===== src/hdl/gpc_pkg.sv =====
package gpc_pkg;
    localparam int MaxValue = 65535;
    localparam int ValW = 16;
    localparam int AddrW = 16;
    localparam int Depth = MaxValue + 1;
    localparam int CntW = 33;
    localparam int AccW = 36;

    // divider operand selects
    localparam logic [2:0] DivCn  = 3'd0;
    localparam logic [2:0] DivCm  = 3'd1;
    localparam logic [2:0] DivNi  = 3'd2;
    localparam logic [2:0] DivMi  = 3'd3;
    localparam logic [2:0] DivNq  = 3'd4;
    localparam logic [2:0] DivMq  = 3'd5;
    localparam logic [2:0] DivMod = 3'd6;

    typedef enum logic [4:0] {
        ST_CLEAR, ST_SV_I, ST_SV_IRD, ST_SV_J, ST_SV_PRD, ST_SV_PRD2, ST_SV_MUL,
        ST_SV_MOD, ST_SV_MODW, ST_SV_WR, ST_SV_NEXTI, ST_PF_RD, ST_PF_RDW, ST_PF_WR,
        ST_IDLE, ST_CORNER, ST_DIVN, ST_DIVM, ST_SWAP, ST_BLK, ST_QN, ST_QM, ST_JN,
        ST_JM, ST_MRD, ST_MRDW, ST_MACC, ST_MACC2, ST_NEXTC, ST_OUT
    } state_t;

    typedef struct packed {
        logic clear_step;
        logic sv_start;
        logic sv_rdi;
        logic sv_prd;
        logic sv_mul;
        logic sv_wr;
        logic sv_nexti;
        logic sv_nextj;
        logic pf_wr;
        logic load;
        logic corner_init;
        logic div_start;
        logic [2:0] div_sel;
        logic swap;
        logic blk_init;
        logic mrd;
        logic macc;
        logic macc2;
        logic blk_next;
        logic corner_next;
        logic out_set;
    } cmd_t;

    typedef struct packed {
        logic clear_done;
        logic i_composite;
        logic j_end;
        logic prod_big;
        logic divides;
        logic sieve_done;
        logic pf_done;
        logic div_done;
        logic empty;
        logic blk_done;
        logic corners_done;
    } sts_t;
endpackage


===== src/hdl/gpc_ctrl.sv =====
module gpc_ctrl (
    input  logic          aclk,
    input  logic          aresetn,
    input  logic          in_fire,
    input  logic          out_fire,
    input  gpc_pkg::sts_t sts,
    output gpc_pkg::cmd_t cmd,
    output logic          in_ready,
    output logic          out_valid
);
    gpc_pkg::state_t state_reg, state_next;
    logic ov_reg, ov_next;

    always_comb begin
        state_next = state_reg;
        unique case (state_reg)
            gpc_pkg::ST_CLEAR: if (sts.clear_done) state_next = gpc_pkg::ST_SV_I;
            gpc_pkg::ST_SV_I: state_next = gpc_pkg::ST_SV_IRD;
            gpc_pkg::ST_SV_IRD: state_next = gpc_pkg::ST_SV_J;
            gpc_pkg::ST_SV_J: state_next = sts.j_end ? gpc_pkg::ST_SV_NEXTI
                                                     : gpc_pkg::ST_SV_PRD;
            gpc_pkg::ST_SV_PRD: state_next = gpc_pkg::ST_SV_PRD2;
            gpc_pkg::ST_SV_PRD2: state_next = gpc_pkg::ST_SV_MUL;
            gpc_pkg::ST_SV_MUL: state_next = gpc_pkg::ST_SV_MOD;
            gpc_pkg::ST_SV_MOD: state_next = sts.prod_big ? gpc_pkg::ST_SV_NEXTI
                                                          : gpc_pkg::ST_SV_MODW;
            gpc_pkg::ST_SV_MODW: if (sts.div_done) state_next = gpc_pkg::ST_SV_WR;
            gpc_pkg::ST_SV_WR: state_next = sts.divides ? gpc_pkg::ST_SV_NEXTI
                                                        : gpc_pkg::ST_SV_J;
            gpc_pkg::ST_SV_NEXTI: state_next = sts.sieve_done ? gpc_pkg::ST_PF_RD
                                                              : gpc_pkg::ST_SV_I;
            gpc_pkg::ST_PF_RD: state_next = gpc_pkg::ST_PF_RDW;
            gpc_pkg::ST_PF_RDW: state_next = gpc_pkg::ST_PF_WR;
            gpc_pkg::ST_PF_WR: state_next = sts.pf_done ? gpc_pkg::ST_IDLE
                                                        : gpc_pkg::ST_PF_RD;
            gpc_pkg::ST_IDLE: if (in_fire) state_next = gpc_pkg::ST_CORNER;
            gpc_pkg::ST_CORNER: state_next = sts.empty ? gpc_pkg::ST_OUT
                                                       : gpc_pkg::ST_DIVN;
            gpc_pkg::ST_DIVN: if (sts.div_done) state_next = gpc_pkg::ST_DIVM;
            gpc_pkg::ST_DIVM: if (sts.div_done) state_next = gpc_pkg::ST_SWAP;
            gpc_pkg::ST_SWAP: if (sts.div_done) state_next = gpc_pkg::ST_BLK;
            gpc_pkg::ST_BLK: state_next = sts.blk_done ? gpc_pkg::ST_NEXTC
                                                       : gpc_pkg::ST_QN;
            gpc_pkg::ST_QN: if (sts.div_done) state_next = gpc_pkg::ST_QM;
            gpc_pkg::ST_QM: if (sts.div_done) state_next = gpc_pkg::ST_JN;
            gpc_pkg::ST_JN: if (sts.div_done) state_next = gpc_pkg::ST_JM;
            gpc_pkg::ST_JM: if (sts.div_done) state_next = gpc_pkg::ST_MRD;
            gpc_pkg::ST_MRD: if (sts.div_done) state_next = gpc_pkg::ST_MRDW;
            gpc_pkg::ST_MRDW: state_next = gpc_pkg::ST_MACC;
            gpc_pkg::ST_MACC: state_next = gpc_pkg::ST_MACC2;
            gpc_pkg::ST_MACC2: state_next = gpc_pkg::ST_BLK;
            gpc_pkg::ST_NEXTC: state_next = sts.corners_done ? gpc_pkg::ST_OUT
                                                             : gpc_pkg::ST_CORNER;
            gpc_pkg::ST_OUT: if (!ov_reg || out_fire) state_next = gpc_pkg::ST_IDLE;
            default: state_next = gpc_pkg::ST_CLEAR;
        endcase
    end

    always_comb begin
        cmd = '0;
        cmd.div_sel = gpc_pkg::DivMod;
        in_ready = 1'b0;
        ov_next = ov_reg && !out_fire;
        unique case (state_reg)
            gpc_pkg::ST_CLEAR: cmd.clear_step = 1'b1;
            gpc_pkg::ST_SV_I: cmd.sv_rdi = 1'b0;
            gpc_pkg::ST_SV_IRD: begin
                cmd.sv_rdi = 1'b1;
                cmd.sv_start = !sts.i_composite;
            end
            gpc_pkg::ST_SV_PRD2: cmd.sv_prd = 1'b1;
            gpc_pkg::ST_SV_MUL: cmd.sv_mul = 1'b1;
            gpc_pkg::ST_SV_MOD: begin
                cmd.div_start = !sts.prod_big;
                cmd.div_sel = gpc_pkg::DivMod;
            end
            gpc_pkg::ST_SV_MODW: cmd.div_sel = gpc_pkg::DivMod;
            gpc_pkg::ST_SV_WR: begin
                cmd.sv_wr = 1'b1;
                cmd.sv_nextj = 1'b1;
                cmd.div_sel = gpc_pkg::DivMod;
            end
            gpc_pkg::ST_SV_NEXTI: cmd.sv_nexti = 1'b1;
            gpc_pkg::ST_PF_WR: cmd.pf_wr = 1'b1;
            gpc_pkg::ST_IDLE: begin
                // the previous result may still wait in its own register
                in_ready = 1'b1;
                cmd.load = in_fire;
                cmd.corner_init = in_fire;
            end
            gpc_pkg::ST_CORNER: begin
                cmd.div_start = !sts.empty;
                cmd.div_sel = gpc_pkg::DivCn;
            end
            gpc_pkg::ST_DIVN: begin
                cmd.div_sel = gpc_pkg::DivCn;
                cmd.div_start = sts.div_done;
                if (sts.div_done) cmd.div_sel = gpc_pkg::DivCm;
            end
            gpc_pkg::ST_DIVM: begin
                cmd.div_sel = gpc_pkg::DivCm;
                cmd.swap = sts.div_done;
                cmd.blk_init = sts.div_done;
            end
            gpc_pkg::ST_BLK: begin
                cmd.div_start = !sts.blk_done;
                cmd.div_sel = gpc_pkg::DivNi;
            end
            gpc_pkg::ST_QN: begin
                cmd.div_sel = gpc_pkg::DivNi;
                cmd.div_start = sts.div_done;
                if (sts.div_done) cmd.div_sel = gpc_pkg::DivMi;
            end
            gpc_pkg::ST_QM: begin
                cmd.div_sel = gpc_pkg::DivMi;
                cmd.div_start = sts.div_done;
                if (sts.div_done) cmd.div_sel = gpc_pkg::DivNq;
            end
            gpc_pkg::ST_JN: begin
                cmd.div_sel = gpc_pkg::DivNq;
                cmd.div_start = sts.div_done;
                if (sts.div_done) cmd.div_sel = gpc_pkg::DivMq;
            end
            gpc_pkg::ST_JM: cmd.div_sel = gpc_pkg::DivMq;
            gpc_pkg::ST_MRD: cmd.mrd = sts.div_done;
            gpc_pkg::ST_MRDW: cmd.macc = 1'b1;
            gpc_pkg::ST_MACC: cmd.macc2 = 1'b1;
            gpc_pkg::ST_MACC2: cmd.blk_next = 1'b1;
            gpc_pkg::ST_NEXTC: cmd.corner_next = !sts.corners_done;
            gpc_pkg::ST_OUT: begin
                if (!ov_reg || out_fire) begin
                    cmd.out_set = 1'b1;
                    ov_next = 1'b1;
                end
            end
            default: ;
        endcase
    end

    always_ff @(posedge aclk) begin
        if (!aresetn) begin
            state_reg <= gpc_pkg::ST_CLEAR;
            ov_reg <= 1'b0;
        end else begin
            state_reg <= state_next;
            ov_reg <= ov_next;
        end
    end

    assign out_valid = ov_reg;
endmodule


===== config.mk =====
export PLATFORM = sky130hd
export DESIGN_NAME = gpc_ctrl
export DESIGN_NICKNAME = d
export VERILOG_FILES = /design/src/hdl/gpc_pkg.sv /design/src/hdl/gpc_ctrl.sv
export SDC_FILE = /design/constraint.sdc
export NUM_CORES = 1
export LEC_CHECK = 0
export BUFFER_PORTS_ARGS = -buffer_cell sky130_fd_sc_hd__buf_2
export CORE_MARGIN = 10
export CORE_UTILIZATION = 43
export CTS_BUF_LIST = sky130_fd_sc_hd__clkbuf_2 sky130_fd_sc_hd__clkbuf_4 sky130_fd_sc_hd__clkbuf_8
export CTS_CLUSTER_DIAMETER = 80
export DETAILED_ROUTE_END_ITERATION = 8
export GPL_TIMING_DRIVEN = 0
export PLACE_DENSITY_LB_ADDON = 0.3
export SLEW_MARGIN = 5
export SYNTH_ARGS = -nofsm -noshare
export SYNTH_HDL_FRONTEND = slang
export SYNTH_SLANG_ARGS = --single-unit

===== constraint.sdc =====
create_clock -name aclk -period 1.8 [get_ports aclk]
set_input_delay 0.36 -clock aclk [delete_from_list [all_inputs] [get_ports aclk]]
set_output_delay 0.36 -clock aclk [all_outputs]
set_load 0.03 [all_outputs]

==> impl_metrics.env, run 1 <==
export IMPL_status="did not finish"
export IMPL_haltStage="global routing (5_1_grt)"
export IMPL_error="[ERROR DPL-0038] Utilization greater than 100%, impossible to legalize"
export IMPL_netlist_instances=131
export IMPL_synth_simple_area_share_pct=41.5
export IMPL_num_rows=15
export IMPL_synth_adder_area_share_pct=0
export IMPL_syn_nets=146
export IMPL_die_x_um=64.4
export IMPL_synth_area_top_cells="dfxtp_1 (14%), nor2_1 (7.1%), nand2_1 (6.2%), nor3_1 (5.9%), a211o_1 (4.1%)"
export IMPL_cts_sinks=6
export IMPL_start_util_pct=47.0
export IMPL_cts_buffer_depth=2
export IMPL_async_flop_share_pct=0
export IMPL_synth_top_family_by_area="simple AND/OR/NAND/NOR gates"
export IMPL_synth_edf_count=0
export IMPL_synth_xor_area_share_pct=0
export IMPL_top_level_ports=40
export IMPL_yosysSeqAreaShare_pct=14.2
export IMPL_cts_made_buffers=3
export IMPL_yosys_warnings=0
export IMPL_synth_largest_area_cell="dfxtp_1"
export IMPL_syn_cell_area_sq_um=847
export IMPL_port_buffers=39
export IMPL_ys_ff_latch=6
export IMPL_cts_htree_levels=1
export IMPL_synth_compound_area_share_pct=31.5
export IMPL_grt_worst_endpoint="cmd[21]"
export IMPL_avgSynthCellArea_sq_um=6.47
export IMPL_place_congestion=0.931
export IMPL_root_buffer="clkbuf_4"
export IMPL_yosys_area_top_type_share_pct=14.2
export IMPL_worstEpCategory="output port"
export IMPL_cts_hold_buf=0
export IMPL_muxShareOfSynthArea_pct=2.51
export IMPL_grt_max_degree=11
export IMPL_die_h_um=64.4
export IMPL_post_dp_hpwl_mm=2.59
export IMPL_ys_flop_type="dfxtp_1"
export IMPL_yosys_cell_types_count=45
==> cells by family after synthesis <==
logic type	Yosys count
AO/OA/AOI/OAI	37
buffers and inverters	18
flip-flops	6
multiplexers	2
AND/OR/NAND/NOR	68
==> what timing repair did <==
item | 4_1_cts
setup buffers | 14
endpoints found under the setup margin | 29
resized for setup | 84
pin swaps | 10
==> synthesized netlist by cell type (2+ instances only) <==
master     n
nor3_1    10
and3_1     2
a211o_1    4
nand2_1   14
nor2b_1    4
inv_1      3
buf_1      2
o21a_1     3
o21ai_0    5
nand2b_1   3
clkbuf_1   7
nand3b_1   3
nand3_1    4
nor3b_1    3
a311o_1    2
nor4_1     2
nor2_1    16
a21oi_1    7
dfxtp_1    6
o22ai_1    4
buf_4      3
==> stage by stage <==
step | cell area [sq um] | setup WS, ps | cells
2_1_floorplan | 991 | -113 | 131
4_1_cts | 1660 | -278 | 212
3_5_place_dp | 1220 | -468 | 195
3_3_place_gp | 1220 | -463 | 195
==> inputs of run 2 (changes only) <==
==> config.mk (replaced) <==
export PLATFORM = sky130hd
export DESIGN_NAME = gpc_ctrl
export DESIGN_NICKNAME = d
export VERILOG_FILES = /design/src/hdl/gpc_pkg.sv /design/src/hdl/gpc_ctrl.sv
export SDC_FILE = /design/constraint.sdc
export NUM_CORES = 1
export LEC_CHECK = 0
export BUFFER_PORTS_ARGS = -buffer_cell sky130_fd_sc_hd__buf_2
export CORE_AREA = 10 10 71 73
export DETAILED_ROUTE_END_ITERATION = 8
export DIE_AREA = 0 0 81 83
export GPL_TIMING_DRIVEN = 0
export PLACE_DENSITY_LB_ADDON = 0.15
export SLEW_MARGIN = 5
export SYNTH_ARGS = -nofsm -noshare
export SYNTH_HDL_FRONTEND = slang
export SYNTH_SLANG_ARGS = --single-unit
==> constraint.sdc (replaced) <==
create_clock -name aclk -period 2.35 [get_ports aclk]
set_input_delay 0.47 -clock aclk [delete_from_list [all_inputs] [get_ports aclk]]
set_output_delay 0.47 -clock aclk [all_outputs]
set_load 0.03 [all_outputs]
==> run 2 against run 1 <==
Effect of this change: the flow now finishes without violations; synthesized area is the same; synthesized cell count is the same.
==> impl_metrics.env, run 2 <==
export IMPL_cp_max_fo=10
export IMPL_top_level_ports=40
export IMPL_cts_buffer_depth=2
export IMPL_die_h_um=83
export IMPL_netlist_instances=131
export IMPL_grt_max_degree=20
export IMPL_antenna_found_initial=0
export IMPL_status="completed"
export IMPL_layout_min_cycle_time_ps=2230
export IMPL_maxCapViolCount=0
export IMPL_path_class="flop to output pin"
export IMPL_syn_nets=146
export IMPL_yosysSeqAreaShare_pct=14.2
export IMPL_synth_common_cells="nor2_1 (16), nand2_1 (14), nor3_1 (10)"
export IMPL_gr_total_overflow=0
export IMPL_endpoint_kind="output pin"
export IMPL_yosys_warnings=0
export IMPL_wl_per_cell_um=15.7
export IMPL_slew_headroom_pct=75.7
export IMPL_cts_made_buffers=3
export IMPL_ys_flop_type="dfxtp_1"
export IMPL_post_dp_hpwl_mm=2.79
export IMPL_rsz0062_at_grt="no"
export IMPL_final_common_cell="buf_2"
export IMPL_gr_max_usage_layer="met2"
export IMPL_ys_ff_latch=6
export IMPL_final_net_count=190
export IMPL_tightestPinTransition_ps=364
export IMPL_async_flop_share_pct=0
export IMPL_synth_edf_count=0
export IMPL_path_clk_slew_ps=40
export IMPL_die_x_um=81
export IMPL_grt_pass1_wl_mm=5.40
export IMPL_cts_tree="done"
export IMPL_core_area_sq_um=3630
export IMPL_crit_chain="clkbuf_2 -> buf_2 -> or3_1 -> nor3_1 -> buf_4"
export IMPL_drive_gt1_share_pct=36.4
export IMPL_yosysMostFrequentCell="nor2_1"
export IMPL_cts_hold_buf=0
export IMPL_drt_pass1_iterations=7
export IMPL_cp_required_ps=1880
export IMPL_dieArea_sq_um=6720
export IMPL_finalHoldViolations=0
export IMPL_synth_largest_area_cell="dfxtp_1"
export IMPL_whs_ps=555
export IMPL_crit_buf_inv=3
export IMPL_yosys_cell_types_count=45
export IMPL_cts_htree_levels=1
export IMPL_vdd_drop_max_mv=0.247
export IMPL_min_path_type="primary input to flop"
export IMPL_met3_usage_pct=2.37
export IMPL_via_per_inst=5.24
export IMPL_max_freq_mhz=448
export IMPL_avgSynthCellArea_sq_um=6.47
export IMPL_fin_util_pct=32.6
export IMPL_synth_area_top_cells="dfxtp_1 (14%), nor2_1 (7.1%), nand2_1 (6.2%), nor3_1 (5.9%), a211o_1 (4.1%)"
export IMPL_p_leak_nw=0.539
export IMPL_port_buffers=39
export IMPL_crit_path_max_incr_delay_ps=430
export IMPL_critical_path_top_delay_family="simple AND/OR/NAND/NOR gates"
export IMPL_met1_usage_pct=11.8
export IMPL_wl_mm=3.46
export IMPL_clock_skew_final_ps=2.26
export IMPL_cts_sinks=6
export IMPL_slew_violations=0
export IMPL_grt_pass1_vias=1066
export IMPL_root_buffer="clkbuf_8"
export IMPL_start_util_pct=23.3
export IMPL_yosys_area_top_type_share_pct=14.2
export IMPL_power_density_nw_per_um2=1030
export IMPL_worstSetupStartpointType="flop"
export IMPL_clock_latency_ps=220
export IMPL_num_rows=22
export IMPL_arrival_ps=1760
export IMPL_ant_nets=0
export IMPL_num_vias=1159
export IMPL_setup_viol=0
export IMPL_grt_usage_pct=9.62
export IMPL_drc=0
export IMPL_area_growth_pct=39.9
export IMPL_drtIter0Drc=120
export IMPL_place_congestion=0.877
export IMPL_slowest_stage="or3_1"
export IMPL_antennaDiodeCount=0
export IMPL_final_cell_mix="buf_2 (39), nor2_1 (16), nand2_1 (14)"
export IMPL_largest_register_ffs=5
export IMPL_syn_cell_area_sq_um=847
export IMPL_fin_crit_sh_pct=95.0
export IMPL_met2_usage_pct=15.8
## run 2: metrics by stage
step | power (mW) | instances | setup TNS, ps | instance area, sq um | worst slack (ps)
after floorplan | 0.791 | 131 | -112 | 858 | -112
after global placement | 1.02 | 218 | -14.6 | 1110 | -14.6
after detailed placement | 1.02 | 218 | -25.5 | 1110 | -25.5
after CTS | 1.18 | 220 | 0 | 1160 | 6.71
after global routing | 1.32 | 221 | 0 | 1180 | 2.38
final | 1.22 | 221 | 0 | 1180 | 117
## run 2: worst paths after layout
check                               endpoint  cells past startpoint          from  slack, ps
worst max-delay path                 cmd[22]                      5  state_reg[4]        120
worst min-delay path               out_valid                      2       aresetn        560
worst max register to register  state_reg[2]                      7  state_reg[3]        580
worst min register to register     out_valid                      2     out_valid        640
## run 2: kinds of logic (layout without fill, tap and decap cells)
group	count (synthesis)	after routing	share of synthesized area, %
flip-flops	6	6	14.2
AO/OA/AOI/OAI	37	37	31.5
buffers and inverters	18	60	10.3
multiplexers	2	2	2.51
AND/OR/NAND/NOR	68	68	41.5
## run 2: repair_timing
item                                   CTS  global route
endpoints found under the hold margin    0             0
resized for setup                        6            13
setup buffers                            0             1
setup endpoints to repair               19            18
pin swaps                                0             1
## run 2: power by group
part	internal [mW]	total [mW]	switching, mW	leakage, nW
Sequential	0.138	0.180	0.0417	0.0495
Clock	0.110	0.151	0.0413	0.0216
Combinational	0.330	0.894	0.563	0.468
## run 2: per-layer routing
metal / vias up / wire length (um)
met2: 46 / 1650
met1: 539 / 1420
met4: 0 / 56
met3: 4 / 333
li1: 570 / -
met5: - / 0
## run 2: worst register-to-register path: cells and delay by family, from the launching register on
family | cells | cell delay, ps
flip-flops | 1 | 360
buffers and inverters | 2 | 410
AO/OA/AOI/OAI | 4 | 790
AND/OR/NAND/NOR | 1 | 90
## run 2: layout make-up
cell class,count,area (sq um)
fillers,426,2450
multi-input cells,107,653
repair buffers,40,208
flip-flops and latches,6,121
plain buffers,13,86.3
well taps,48,60.1
clock buffers,3,41.3
inverters,4,15.0
Note: power is estimated with default switching activity, not from simulation.
